### config.mk
export PLATFORM = sky130hd
export DESIGN_NAME = lite_alu_with_feedback
export DESIGN_NICKNAME = d
export VERILOG_FILES = /design/src/design/lalu_pkg.sv /design/src/design/lite_alu_with_feedback.sv
export SDC_FILE = /design/constraint.sdc
export NUM_CORES = 1
export LEC_CHECK = 0
export BUFFER_PORTS_ARGS = -buffer_cell sky130_fd_sc_hd__buf_4
export CAP_MARGIN = 40
export CORE_MARGIN = 3
export CORE_UTILIZATION = 40
export DETAILED_ROUTE_END_ITERATION = 8
export GPL_TIMING_DRIVEN = 1
export PLACE_DENSITY = 0.66
export RECOVER_POWER = 50
export SLEW_MARGIN = 0
export SYNTH_ARGS = -nofsm -noshare
export SYNTH_HDL_FRONTEND = slang
export SYNTH_SLANG_ARGS = --single-unit
### constraint.sdc
create_clock -name clk -period 9.15 [get_ports clk]
set_input_delay 1.83 -clock clk [delete_from_list [all_inputs] [get_ports clk]]
set_output_delay 1.83 -clock clk [all_outputs]
set_load 0.1 [all_outputs]
### src/design/lalu_pkg.sv
// ----------------------------------------------------------------------------
// lalu_pkg: shared types and constants for the lite ALU with feedback
// Opcode encoding, configuration register indexes and port widths.
// ----------------------------------------------------------------------------
package lalu_pkg;

    // Operation select, dense encoding
    typedef enum logic [2:0] {
        OP_OR  = 3'd0,
        OP_AND = 3'd1,
        OP_SGT = 3'd2,
        OP_MUX = 3'd3,
        OP_SUB = 3'd4,
        OP_ADD = 3'd5,
        OP_MAX = 3'd6,
        OP_MIN = 3'd7
    } alu_op_t;

    // Configuration register indexes
    localparam int CFG_INDEX_W = 1;
    localparam logic [CFG_INDEX_W-1:0] CFG_OPCODE  = 1'd0;
    localparam logic [CFG_INDEX_W-1:0] CFG_LOOP_EN = 1'd1;

    // Widest configuration register
    localparam int CFG_DATA_W = 3;

    // Fixed field widths on the streams
    localparam int OPND_W   = 32;
    localparam int IN_DATA_W  = 2 * OPND_W;
    localparam int OUT_DATA_W = OPND_W;

endpackage

### src/design/lite_alu_with_feedback.sv
// ----------------------------------------------------------------------------
// lite_alu_with_feedback: small signed ALU with output feedback and delay line
// Two-stage stream pipeline: input register, then one ALU pass into the
// result register, with a delay line of LATENCY-1 entries on the computed values.
// ----------------------------------------------------------------------------

// Throughput is one item per clock while the output side is ready: each item
// passes the input register and then the ALU pass that loads the result
// register, and a new item may enter as the last one moves on.
// The rate is set by the registered feedback path from
// the ALU output back into last_value_reg, which the next item reads as its
// first operand when the feedback enable is set. Each item yields exactly one
// result: the value computed LATENCY-1 items earlier (LATENCY 1 gives the new
// value itself); run_start zeroes the delay line before the item is inserted,
// but last_value_reg survives it. Arithmetic wraps at WIDTH bits; operands are
// sign-extended or truncated to WIDTH and the result is the low 32 bits of
// the WIDTH-bit value (zero-filled above WIDTH). Program the opcode and the
// feedback enable through cfg_we/cfg_index/cfg_data only while the block is
// idle.
module lite_alu_with_feedback #(
    parameter int WIDTH   = 32,
    parameter int LATENCY = 2
) (
    input  logic                                 clk,
    input  logic                                 rst_n,

    // configuration write port
    input  logic                                 cfg_we,
    input  logic [lalu_pkg::CFG_INDEX_W-1:0]     cfg_index,
    input  logic [lalu_pkg::CFG_DATA_W-1:0]      cfg_data,

    // input item stream
    input  logic                                 s_tvalid,
    output logic                                 s_tready,
    input  logic [lalu_pkg::IN_DATA_W-1:0]       s_tdata,   // [31:0] operand_a, [63:32] operand_b
    input  logic                                 s_tuser,   // [0] run_start

    // result stream
    output logic                                 m_tvalid,
    input  logic                                 m_tready,
    output logic [lalu_pkg::OUT_DATA_W-1:0]      m_tdata    // [31:0] result
);

    localparam logic [WIDTH-1:0] SIGN_BIT = {1'b1, {(WIDTH-1){1'b0}}};

    // ---------------- configuration ----------------
    lalu_pkg::alu_op_t opcode_reg;
    logic              loop_en_reg;

    always_ff @(posedge clk or negedge rst_n)
    begin
        if (!rst_n)
        begin
            opcode_reg  <= lalu_pkg::OP_OR;
            loop_en_reg <= 1'b0;
        end
        else if (cfg_we)
        begin
            unique case (cfg_index)
                lalu_pkg::CFG_OPCODE:  opcode_reg  <= lalu_pkg::alu_op_t'(cfg_data[2:0]);
                lalu_pkg::CFG_LOOP_EN: loop_en_reg <= cfg_data[0];
                default: ;
            endcase
        end
    end

    // ---------------- pipeline control ----------------
    // advance: result register is free or being drained this cycle
    logic s1_valid_reg;
    logic out_valid_reg;
    logic advance;
    logic s1_load;
    logic fire;

    assign advance  = !out_valid_reg || m_tready;
    assign s_tready = !s1_valid_reg || advance;
    assign s1_load  = s_tvalid && s_tready;
    assign fire     = s1_valid_reg && advance;

    always_ff @(posedge clk or negedge rst_n)
    begin
        if (!rst_n)
        begin
            s1_valid_reg  <= 1'b0;
            out_valid_reg <= 1'b0;
        end
        else
        begin
            if (s_tready)
                s1_valid_reg <= s_tvalid;
            if (advance)
                out_valid_reg <= s1_valid_reg;
        end
    end

    // ---------------- input register ----------------
    logic signed [lalu_pkg::OPND_W-1:0] s1_a_reg;
    logic signed [lalu_pkg::OPND_W-1:0] s1_b_reg;
    logic                               s1_start_reg;

    always_ff @(posedge clk)
    begin
        if (s1_load)
        begin
            s1_a_reg     <= s_tdata[lalu_pkg::OPND_W-1:0];
            s1_b_reg     <= s_tdata[lalu_pkg::IN_DATA_W-1:lalu_pkg::OPND_W];
            s1_start_reg <= s_tuser;
        end
    end

    // ---------------- ALU pass ----------------
    logic signed [WIDTH-1:0] a_w;
    logic signed [WIDTH-1:0] b_w;
    logic signed [WIDTH-1:0] x_w;
    logic        [WIDTH-1:0] last_value_reg;
    logic        [WIDTH-1:0] new_value;
    logic                    a_neg;
    logic                    x_gt_b;

    // signed size cast sign-extends or truncates to WIDTH
    assign a_w    = WIDTH'(s1_a_reg);
    assign b_w    = WIDTH'(s1_b_reg);
    assign x_w    = loop_en_reg ? signed'(last_value_reg) : a_w;
    assign a_neg  = a_w[WIDTH-1];
    assign x_gt_b = x_w > b_w;

    always_comb
    begin
        new_value = last_value_reg;
        unique case (opcode_reg)
            lalu_pkg::OP_OR:  new_value = x_w | b_w;
            lalu_pkg::OP_AND: new_value = x_w & b_w;
            lalu_pkg::OP_SGT: new_value = x_gt_b ? SIGN_BIT : '0;
            lalu_pkg::OP_MUX:
                new_value = a_neg ? b_w : (loop_en_reg ? last_value_reg : '0);
            lalu_pkg::OP_SUB: new_value = a_neg ? b_w : (x_w - b_w);
            lalu_pkg::OP_ADD:
                new_value = (loop_en_reg && a_neg) ? b_w : (x_w + b_w);
            lalu_pkg::OP_MAX: new_value = a_neg ? last_value_reg : (x_gt_b ? x_w : b_w);
            lalu_pkg::OP_MIN: new_value = a_neg ? last_value_reg : (x_gt_b ? b_w : x_w);
            default:          new_value = last_value_reg;
        endcase
    end

    // feedback register: kept across run_start
    always_ff @(posedge clk or negedge rst_n)
    begin
        if (!rst_n)
            last_value_reg <= '0;
        else if (fire)
            last_value_reg <= new_value;
    end

    // ---------------- delay line ----------------
    // Only the LATENCY-1 younger entries are stored; the oldest one after the
    // shift is the result and goes straight into the output register.
    logic [WIDTH-1:0] oldest_value;

    generate
        if (LATENCY > 1)
        begin : g_delay
            logic [WIDTH-1:0] delay_reg [LATENCY-1];

            always_ff @(posedge clk or negedge rst_n)
            begin
                if (!rst_n)
                begin
                    for (int i = 0; i < LATENCY-1; i++)
                        delay_reg[i] <= '0;
                end
                else if (fire)
                begin
                    delay_reg[0] <= new_value;
                    for (int i = 1; i < LATENCY-1; i++)
                        delay_reg[i] <= s1_start_reg ? '0 : delay_reg[i-1];
                end
            end

            assign oldest_value = s1_start_reg ? '0 : delay_reg[LATENCY-2];
        end
        else
        begin : g_nodelay
            assign oldest_value = new_value;
        end
    endgenerate

    // ---------------- result register ----------------
    logic [lalu_pkg::OUT_DATA_W-1:0] out_data_reg;

    always_ff @(posedge clk)
    begin
        if (fire)
            out_data_reg <= lalu_pkg::OUT_DATA_W'(oldest_value);
    end

    assign m_tvalid = out_valid_reg;
    assign m_tdata  = out_data_reg;

`ifndef SYNTHESIS
    // an empty result register never blocks the input side
    a_ready_when_empty: assert property (@(posedge clk) disable iff (!rst_n)
        !out_valid_reg |-> s_tready)
        else $error("s_tready low with empty result register");

    // feedback value changes only when an item passes the ALU
    a_feedback_hold: assert property (@(posedge clk) disable iff (!rst_n)
        !fire |=> $stable(last_value_reg))
        else $error("last_value_reg changed without an item");

    // a run start with a real delay line gives a zero result
    a_start_zero: assert property (@(posedge clk) disable iff (!rst_n)
        (fire && s1_start_reg && (LATENCY > 1)) |=> (m_tdata == '0))
        else $error("run_start did not clear the delay line");

    // a result appears only from an item held in the input register
    a_result_source: assert property (@(posedge clk) disable iff (!rst_n)
        $rose(out_valid_reg) |-> $past(s1_valid_reg))
        else $error("result produced without an item");
`endif

endmodule
# Word-level counts from Yosys, hierarchy flattened

Index checks and enable logic that the tools add are counted.

Input bits: 74
Flip-flop bits (word level): 135
Output and inout port bits: 34
Word-level logic and storage cells: 47

Add/subtract/negate cells: 2
Eq/ne operators: 10
Bitwise gates (word level): 3
Magnitude comparators: 1
Multiplexer cells: 11
Reduce and logical (&&, ||, !) cells: 11

Operator list:

| operator                                                              | count |
|---|---|
| 32-bit two-way mux                                                    | 10 |
| 32-bit case mux with 8 select lines                                   | 1 |
| 32-bit adder                                                          | 1 |
| 32-bit AND                                                            | 1 |
| 32-bit greater-than comparator                                        | 1 |
| 32-bit OR                                                             | 1 |
| 32-bit subtractor                                                     | 1 |
| 3-bit equality test, second input constant                            | 4 |
| 3-bit by 2-bit equality test with 1-bit output, second input constant | 2 |
| 2-bit inequality test, second input constant                          | 2 |
| 2-bit AND reduction                                                   | 2 |
| 4-bit AND reduction                                                   | 1 |
| 3-bit by 1-bit equality test with 1-bit output, second input constant | 1 |
| 1-bit logical AND                                                     | 3 |
| 3-bit zero test                                                       | 1 |
| 3-bit inequality test, second input constant                          | 1 |
| 1-bit zero test                                                       | 2 |
| 1-bit logical OR                                                      | 2 |
| 1-bit inverter                                                        | 1 |

# Depth between registers and ports, before layout

Gate-level depths: netlist of run 1.

Depth in word-level cells: 5
Gate-level depth with buffers: 18
Gate-level depth less buffers: 14

# Worst setup path before layout of run 1

Ideal clock, no wire load.

Path type: input to register
Start: input m_tready
End: register s1_a_reg, in the netlist a_w[0] (enable)
Arrival: 4.257 ns
Data required time: 8.721 ns
Setup time: 0.429 ns
Cell stages on the path: 2
Setup slack: 4.463 ns
Cells stage by stage: nand3b_1 -> and2_1

Longest elaborated chain between the ends: 3

Ends and longest elaborated chain:

| element                | line                          | source |
|---|---|---|
| start: declaration     | lite_alu_with_feedback.sv:40  | `input logic m_tready,` |
| 1-bit logical OR       | lite_alu_with_feedback.sv:75  | `assign advance = !out_valid_reg \|\| m_tready;` |
| 1-bit logical OR       | lite_alu_with_feedback.sv:76  | `assign s_tready = !s1_valid_reg \|\| advance;` |
| 1-bit logical AND      | lite_alu_with_feedback.sv:77  | `assign s1_load = s_tvalid && s_tready;` |
| named net s1_load      | lite_alu_with_feedback.sv:72  | `logic s1_load;` |
| end signal: assignment | lite_alu_with_feedback.sv:105 | `s1_a_reg <= s_tdata[lalu_pkg::OPND_W-1:0];` |
| end: declaration       | lite_alu_with_feedback.sv:97  | `logic signed [lalu_pkg::OPND_W-1:0] s1_a_reg;` |

The timed path passes the listed nets, and every way through them passes these cells.
A chain may end at the register's enable or synchronous reset.

# Final worst setup path of run 1

Start: register loop_en_reg
End: register last_value_reg[14]

Longest elaborated chain between the ends: 5
Elaborated cells between the ends (all ways): 16
Classes of those cells: add/sub (2); order compare (1); eq/ne (1); mux (8); bitwise (2); reduce/logical (2)

Ends and longest elaborated chain:

| element                                                    | line                                                         | source |
|---|---|---|
| start: declaration                                         | lite_alu_with_feedback.sv:48                                 | `logic loop_en_reg;` |
| start signal: assignment                                   | lite_alu_with_feedback.sv:61                                 | `lalu_pkg::CFG_LOOP_EN: loop_en_reg <= cfg_data[0];` |
| 32-bit two-way mux                                         | lite_alu_with_feedback.sv:123                                | `assign x_w = loop_en_reg ? signed'(last_value_reg) : a_w;` |
| 32-bit greater-than comparator                             | lite_alu_with_feedback.sv:125                                | `assign x_gt_b = x_w > b_w;` |
| 32-bit two-way mux, on equally long branches (2 in series) | lite_alu_with_feedback.sv:140, lite_alu_with_feedback.sv:139 |  |
| 32-bit case mux with 8 select lines                        | lite_alu_with_feedback.sv:130                                | `unique case (opcode_reg)` |
| end signal: assignment                                     | lite_alu_with_feedback.sv:151                                | `last_value_reg <= new_value;` |
| end: declaration                                           | lite_alu_with_feedback.sv:115                                | `logic [WIDTH-1:0] last_value_reg;` |

Parallel ways exist; a longest one is shown, timed or not. The select of a mux whose other input is x is not followed.

==> results of run 1 <==
path summary, 6_finish.rpt:
check / end / slack (ps) / cells past startpoint
worst min-delay path: m_tvalid / 480 / 1
max in group asynchronous: last_value_reg[25] / 5560 / 1
min in group asynchronous: last_value_reg[5] / 2150 / 1
worst min register to register: m_tvalid / 480 / 1
worst max-delay path: last_value_reg[14] / 3600 / 14
worst max register to register: last_value_reg[14] / 3600 / 14
where the power goes:
group | internal [uW] | switching, uW | leakage (uW)
clock network | 430 | 294 | 0.000288
logic | 536 | 1010 | 0.00350
registers | 766 | 67.3 | 0.00139
total | 1730 | 1370 | 0.00518
routing by layer:
layer / vias to the layer above / wire [um]
met5: - / 0
met4: 0 / 1040
met3: 79 / 2220
met2: 377 / 15200
met1: 4624 / 15200
li1: 4537 / -
layout make-up:
class / instances / area share
Inverter: 103 / 0.0309
Clock buffer: 17 / 0.0340
Tap cell: 335 / 0.0335
Sequential cell: 135 / 0.309
Clock inverter: 15 / 0.0140
Multi-Input combinational cell: 894 / 0.497
Timing Repair Buffer: 131 / 0.0819
cell families after synthesis:
| kind of cell | count (synthesis) | synth area share |
|---|---|---|
| and+or+nand+nor | 321 | 0.148 |
| xor gates and xnor gates | 26 | 0.0212 |
| muxes | 42 | 0.0430 |
| DFF | 135 | 0.359 |
| buffers and inverters | 179 | 0.0656 |
| adders and majority gates | 106 | 0.125 |
| AOI/OAI and AO/OA | 399 | 0.239 |
synthesized netlist by cell type (5+ instances only):
cell type and count:
nand3_1 18, nor2_1 79, o221ai_1 10, o21ai_0 74, nand4_1 9, mux2i_1 8
o41ai_1 6, o211ai_1 7, a221o_1 5, o21bai_1 8, nor4_1 7, a21oi_1 145
and2_1 5, a2111oi_0 6, o22ai_1 7, inv_1 99, a311oi_1 11, a31oi_1 20
o31ai_1 5, a21o_1 7, o21a_1 8, and3_1 10, nand2_1 91, a221oi_1 22
xnor2_1 20, dfrtp_1 38, or2_2 5, edfxtp_1 97, nor2b_1 47, a22oi_1 6
ha_1 104, buf_2 12, nand2b_1 13, mux2_2 34, nor3_1 18, xor2_1 6
clkbuf_1 60, a211oi_1 13
through the flow:
step	cells	power [uW]	hold slack [ps]	util	area, um^2
after global routing	1630	3290	527	0.476	12500
final	1630	3100	479	0.476	12500
after detailed placement	1598	2360	474	0.453	11900
after floorplan	1208	1960	449	-	10800
after global placement	1592	2330	456	0.450	11800
after CTS	1630	3090	489	0.476	12500
==> metrics.md, run 1 <==
| Metric | Value |
|---|---|
| RSZ-0062 raised after global routing | false |
| First-pass GRT wire length | 52300 um |
| Worst Path Buf+Inv | 3 |
| Tightest Hold Check Type | reg2reg |
| Startpoint Class | flip-flop |
| Final Hold Vio Count | 0 |
| 1st-iter DRT viols | 830 |
| Leak | a little over 0.005 uW |
| Vias per cell | 5.90 |
| Crit-path cells | buf_4, mux2_2, inv_1, ha_1, nor4_1, nand4_1, o41ai_2, a211oi_1, a21oi_1, o41ai_4, o21ba_2, buf_16, a2111oi_0, a21oi_1 |
| CP max FO | 18 |
| Post-CTS Setup Inserts | 0 |
| WL per Instance | 20.6 um |
| Routed WL | 33700 um |
| Synthesized flop and latch total | 135 |
| Setup slack after placement | about 3700 ps |
| CP Capture Type | flip-flop |
| Final cycle utilization of the critical path | 0.607 |
| Worst Path Arrival | around 5800 ps |
| Final net count | 1462 |
| Outcome | finished with violations |
| Clock-pin slew on the worst setup and hold paths | 60 ps |
| I/O pins | 108 |
| Router iterations before antenna repair | 6 |
| TritonCTS clock tree | done |
| Netlist cell types | 75 |
| GRT Total Usage | 0.230 |
| Worst path top cell family by delay | compound AO/OA/AOI/OAI gates |
| Longest Clk Path Bufs | 2 |
| DIE AREA | 28900 um^2 |
| ANT cells | 0 |
| Gate Count Post-Synth | between 1000 and 1500 |
| Async SR Flop Fraction | 0.281 |
| Failing checks | capacitance limit, slew limit |
| Syn Nets | 1388 |
| # fillers | between 2000 and 3000 |
| Most used flip-flop cell after synthesis | edfxtp_1 |
| Slowest Stage Delay on Critical Path | 680 ps |
| Final Max Tran Viols | 105 |
| CP most frequent cell | a21oi_1 |
| Skew final | 14.6 ps |
| Most frequent cells in the layout | a21oi_1 (145), ha_1 (104), inv_1 (99), edfxtp_1 (97), nand2_1 (90) |
| H-tree Lvls | 4 |
| Area grow syn2layout | 16.1% |
| CP startpoint | loop_en_reg |
| EDFF count, synth | 97 |
| Standard-cell rows | slightly below 60 |
| Via count | 9617 |
| Crit-path slowest cell | o41ai_2 |
| Slew HR | -0.656 |
| Cts hold-fix bufs | 0 |
| Starting Density | 0.410 |
| Most area-consuming cells after synthesis | edfxtp_1 (27%), ha_1 (12%), dfrtp_1 (8.8%) |
| Global-route met3 utilization | 0.0339 |
| Syn_area_per_cell | 8.91 um^2 |
| Vias in the first global route | about 9400 |
| Die height | 170 um |
| Largest net degree at the start of global routing | 40 |
| Initial antenna violation count | 0 |
| Num CTS Buffers | 17 |
| Post-synth top area share | 0.271 |
| Hold_sp | s1_valid_reg |
| Port Buffers | 107 |
| Core area | 26300 um^2 |
| Met1 usage | 0.319 |
| Final weighted congestion in routability-driven placement | 0.963 |
| Ys Warns | 0 |
| Area leader, netlist | edfxtp_1 |
| Clock latency on the worst-skew pair | 430 ps |
| Total power per unit cell area | 248 nW/um^2 |
| Register area share after synthesis | 0.359 |
| Global routing usage on met2 | 0.365 |
| Achievable Freq | 180 MHz |
| Setup Crit Path Kind | reg2reg |
| Worst slew pin tran | 2480 ps |
| Routed Antenna Nets | 0 |
| Clock Sinks | 135 |
| DIE WIDTH | approximately 170 um |
| Most common cell after layout, fill and taps aside | a21oi_1 |
| Busiest metal layer after global routing | met2 |
| Root Driver | clkbuf_16 |
| Fin crit period | 5550 ps |
| Gr ovfl total | 0 |
| Worst EP required | 9420 ps |
| Maximum vdd drop | 0.000133 V |
| Worst r2r src | loop_en_reg |
| Max-Cap Viols | 3 |
| Share of cells above drive strength 1 | 0.168 |
| Setup ws final | 3600 ps |
| Post-Syn Area | ~11000 um^2 |
| CTS resizes | 0 |
| Detail Placement HPWL | 23600 um |
| Final setup vio count | 0 |
| Area of the multi-input gates | around 6200 um^2 |
| Remaining DRCs | 0 |
| Setup tns final | 0 ps |
| Register Area | 3860 um^2 |
(Power assumes the default switching activity.)
==> run 2, diff against run 1 <==
--- a/config.mk
+++ b/config.mk
@@ -11,7 +11,7 @@
 export CORE_UTILIZATION = 40
 export DETAILED_ROUTE_END_ITERATION = 8
 export GPL_TIMING_DRIVEN = 1
-export PLACE_DENSITY = 0.66
+export PLACE_DENSITY = 0.68
 export RECOVER_POWER = 50
 export SLEW_MARGIN = 0
 export SYNTH_ARGS = -nofsm -noshare
==> constraint.sdc (replaced) <==
create_clock -name clk -period 4.59 [get_ports clk]
set_input_delay 0.918 -clock clk [delete_from_list [all_inputs] [get_ports clk]]
set_output_delay 0.918 -clock clk [all_outputs]
set_load 0.1 [all_outputs]
==> run 2 against run 1 <==
Effect of this change: critical path depth grew 1; highest routed layer unchanged; power rose by 110%; clock skew barely moved; worst hold slack improved by 17 ps; largest power group unchanged; register-to-register slack worse by 3400 ps; global-route usage rose by 0.66 points; count of clock-buffer cells in the layout increased by 3; the flow still finishes with violations (capacitance limit, slew limit); sequential power increased by 99%.
==> metrics.md, run 2 (same netlist as run 1, synthesis figures left out) <==
| Metric | Value |
|---|---|
| Outcome | finished with violations |
| Failing checks | capacitance limit, slew limit |
| Area grow syn2layout | 19.7% |
| Startpoint Class | flip-flop |
| Router iterations before antenna repair | 5 (-1) |
| Final Util | 0.490 (+0.0147) |
| Max-Cap Viols | 3 (unchanged) |
| Reg power frac | 0.260 (-0.009) |
| Final setup vio count | 0 (unchanged) |
| Standard-cell rows | 59 (unchanged) |
| GRT Total Usage | 0.237 (+0.00664) |
| Worst slew pin tran | 2570 ps (+89.0 ps) |
| Cell area after layout | 12900 um^2 (+3.1%) |
| Switching share of power | 0.434 (-0.00770) |
| Maximum vdd drop | 0.000253 V (+90%) |
| Clock-pin slew on the worst setup and hold paths | 60 ps (about the same) |
| Area of the multi-input gates | 6230 um^2 (+0.30%) |
| Crit-path slowest cell | nor4_2 |
| Final non-filler cell total | 1677 (+2.9%) |
| H-tree Lvls | 4 (unchanged) |
| I/O pins | 108 (unchanged) |
| Skew final | 14.2 ps (-0.455 ps) |
| Slew HR | -0.715 (-0.0594) |
| First-pass GRT wire length | 53700 um (+2.7%) |
| Vias per cell | 5.86 (-0.75%) |
| Dpl cells | 1645 (+2.9%) |
| Via count | 9820 (+2.1%) |
| Starting Density | 0.410 (unchanged) |
| Share of cells above drive strength 1 | 0.197 (+0.0291) |
| Most common cell after layout, fill and taps aside | a21oi_1 |
| Final Max Tran Viols | 92 (-12%) |
| Port Buffers | 107 (unchanged) |
| Clock Sinks | 135 (unchanged) |
| ANT cells | 0 (unchanged) |
| # fillers | 2488 (-1.7%) |
| Routed WL | 34500 um (+2.5%) |
| Tightest Hold Check Type | reg2reg |
| DIE WIDTH | 170 um (unchanged) |
| Die height | 170 um (unchanged) |
| Initial antenna violation count | 0 (unchanged) |
| Final Hold Vio Count | 0 (unchanged) |
| Post-CTS Setup Inserts | 0 (unchanged) |
| Clock latency on the worst-skew pair | 430 ps (about the same) |
| Routed Antenna Nets | 0 (unchanged) |
| Vias in the first global route | 9579 (+2.3%) |
| WL per Instance | 20.6 um (-0.40%) |
| Leak | 0.00542 uW (+4.6%) |
| Root Driver | clkbuf_16 |
| Clk pwr share | 0.227 (-0.006) |
| CTS resizes | 0 (unchanged) |
| Fin crit period | 4370 ps (-1180 ps) |
| Gr ovfl total | 0 (unchanged) |
| TritonCTS clock tree | done |
| Total power per unit cell area | 495 nW/um^2 (+99%) |
| RSZ-0062 raised after global routing | false |
| Worst Path Arrival | 4670 ps (-1150 ps) |
| Total power | 6380 uW (+110%) |
| P_sw | 2770 uW (+100%) |
| Core area | 26300 um^2 (unchanged) |
| Final weighted congestion in routability-driven placement | 1.00 (+3.9%) |
| Detail Placement HPWL | 24700 um (+4.7%) |
| Final cycle utilization of the critical path | 0.952 (+0.345) |
| CP most frequent cell | buf_12 |
| Final net count | 1509 (+3.2%) |
| Register Area | 3860 um^2 (unchanged) |
| Achievable Freq | 229 MHz (+27%) |
| Post-place instance area | 12300 um^2 (+3.0%) |
| Worst EP required | 4890 ps (-4530 ps) |
| Crit-path cells | buf_12, mux2_2, inv_1, ha_1, nor4_2, nand4_1, a31oi_1, a2111oi_1, and2_4, o41ai_4, nor3_4, or2_1, buf_12, a221oi_1, a21oi_1 |
| Cts hold-fix bufs | 0 (unchanged) |
| Remaining DRCs | 0 (unchanged) |
| Most frequent cells in the layout | a21oi_1 (145), ha_1 (104), buf_4 (103), inv_1 (99), edfxtp_1 (97) |
| DIE AREA | 28900 um^2 (unchanged) |
| 1st-iter DRT viols | 1127 (+36%) |
| Largest net degree at the start of global routing | 39 (-2.5%) |
| CP Capture Type | flip-flop |
| Setup tns final | 0 ps (unchanged) |
| Num CTS Buffers | 17 (unchanged) |
| Internal | 3610 uW (+110%) |
| Setup Crit Path Kind | reg2reg |
| Longest Clk Path Bufs | 2 (unchanged) |
| Slowest Stage Delay on Critical Path | 510 ps (-170 ps) |
| Comb pwr share | 0.513 (+0.015) |
| CP max FO | 30 (+12) |
-- run 2: cell types whose count changed in the layout (fill, tap and decap cells not counted), moves of 2 or more --
| cell | previous run | this run |
|---|---|---|
| clkbuf_8 | 0 | 2 |
| buf_12 | 1 | 4 |
| buf_4 | 58 | 103 |
| clkbuf_1 | 2 | 4 |
| inv_6 | 4 | 0 |
| clkinv_4 | 1 | 3 |
-- run 2: worst paths after layout --
path                       cells after the start  slack (ps)    startpoint            endpoint
min in group asynchronous                      1        1280         rst_n   last_value_reg[4]
max reg2reg                                   15         220   loop_en_reg  last_value_reg[18]
max                                           15         220   loop_en_reg  last_value_reg[18]
max in group asynchronous                      1        1830         rst_n  last_value_reg[16]
min reg2reg                                    1         500  s1_valid_reg            m_tvalid
min                                            1         500  s1_valid_reg            m_tvalid
-- run 2: layout make-up --
cell class              instances  share of cell area
multi-input cells             894               0.483
repair buffers                178               0.107
clock buffers                  20              0.0354
flip-flops and latches        135               0.300
inverters                     103              0.0300
clock inverters                12              0.0117
well taps                     335              0.0325
-- run 2: per-layer routing --
metal | track usage | wire (um) | share of wire | up-vias
met5 | 0 | 0 | 0 | -
met4 | 0.0840 | 923 | 0.027 | 0
met3 | 0.0353 | 2360 | 0.069 | 58
li1 | - | - | - | 4636
met2 | 0.382 | 15900 | 0.46 | 413
met1 | 0.326 | 15300 | 0.44 | 4713
-- run 2: worst max-delay path: cells and delay by family, from the launching register on --
kind / cells / cell delay, ps
AO/OA/AOI/OAI: 5 / 1230
adder cells (fa/ha/maj): 1 / 240
buffers and inverters: 3 / 510
flip-flops: 1 / 390
multiplexers: 1 / 410
AND/OR/NAND/NOR: 5 / 1450
-- run 2: through the flow --
stage                     worst slack, ps  hold slack (ps)
after detailed placement             48.7              474
after floorplan                       237              449
after global routing                 54.6              511
after global placement                248              458
after CTS                            41.2              489
final                                 221              496
-- run 2: power by group through the flow --
stage	clock network [uW]	logic, uW	registers [uW]
5_1_grt	1530	3550	1680
6_report	1450	3270	1660
2_1_floorplan	0	1990	1920
4_1_cts	1480	3220	1660
3_5_place_dp	0	3190	1680
3_3_place_gp	0	3170	1680
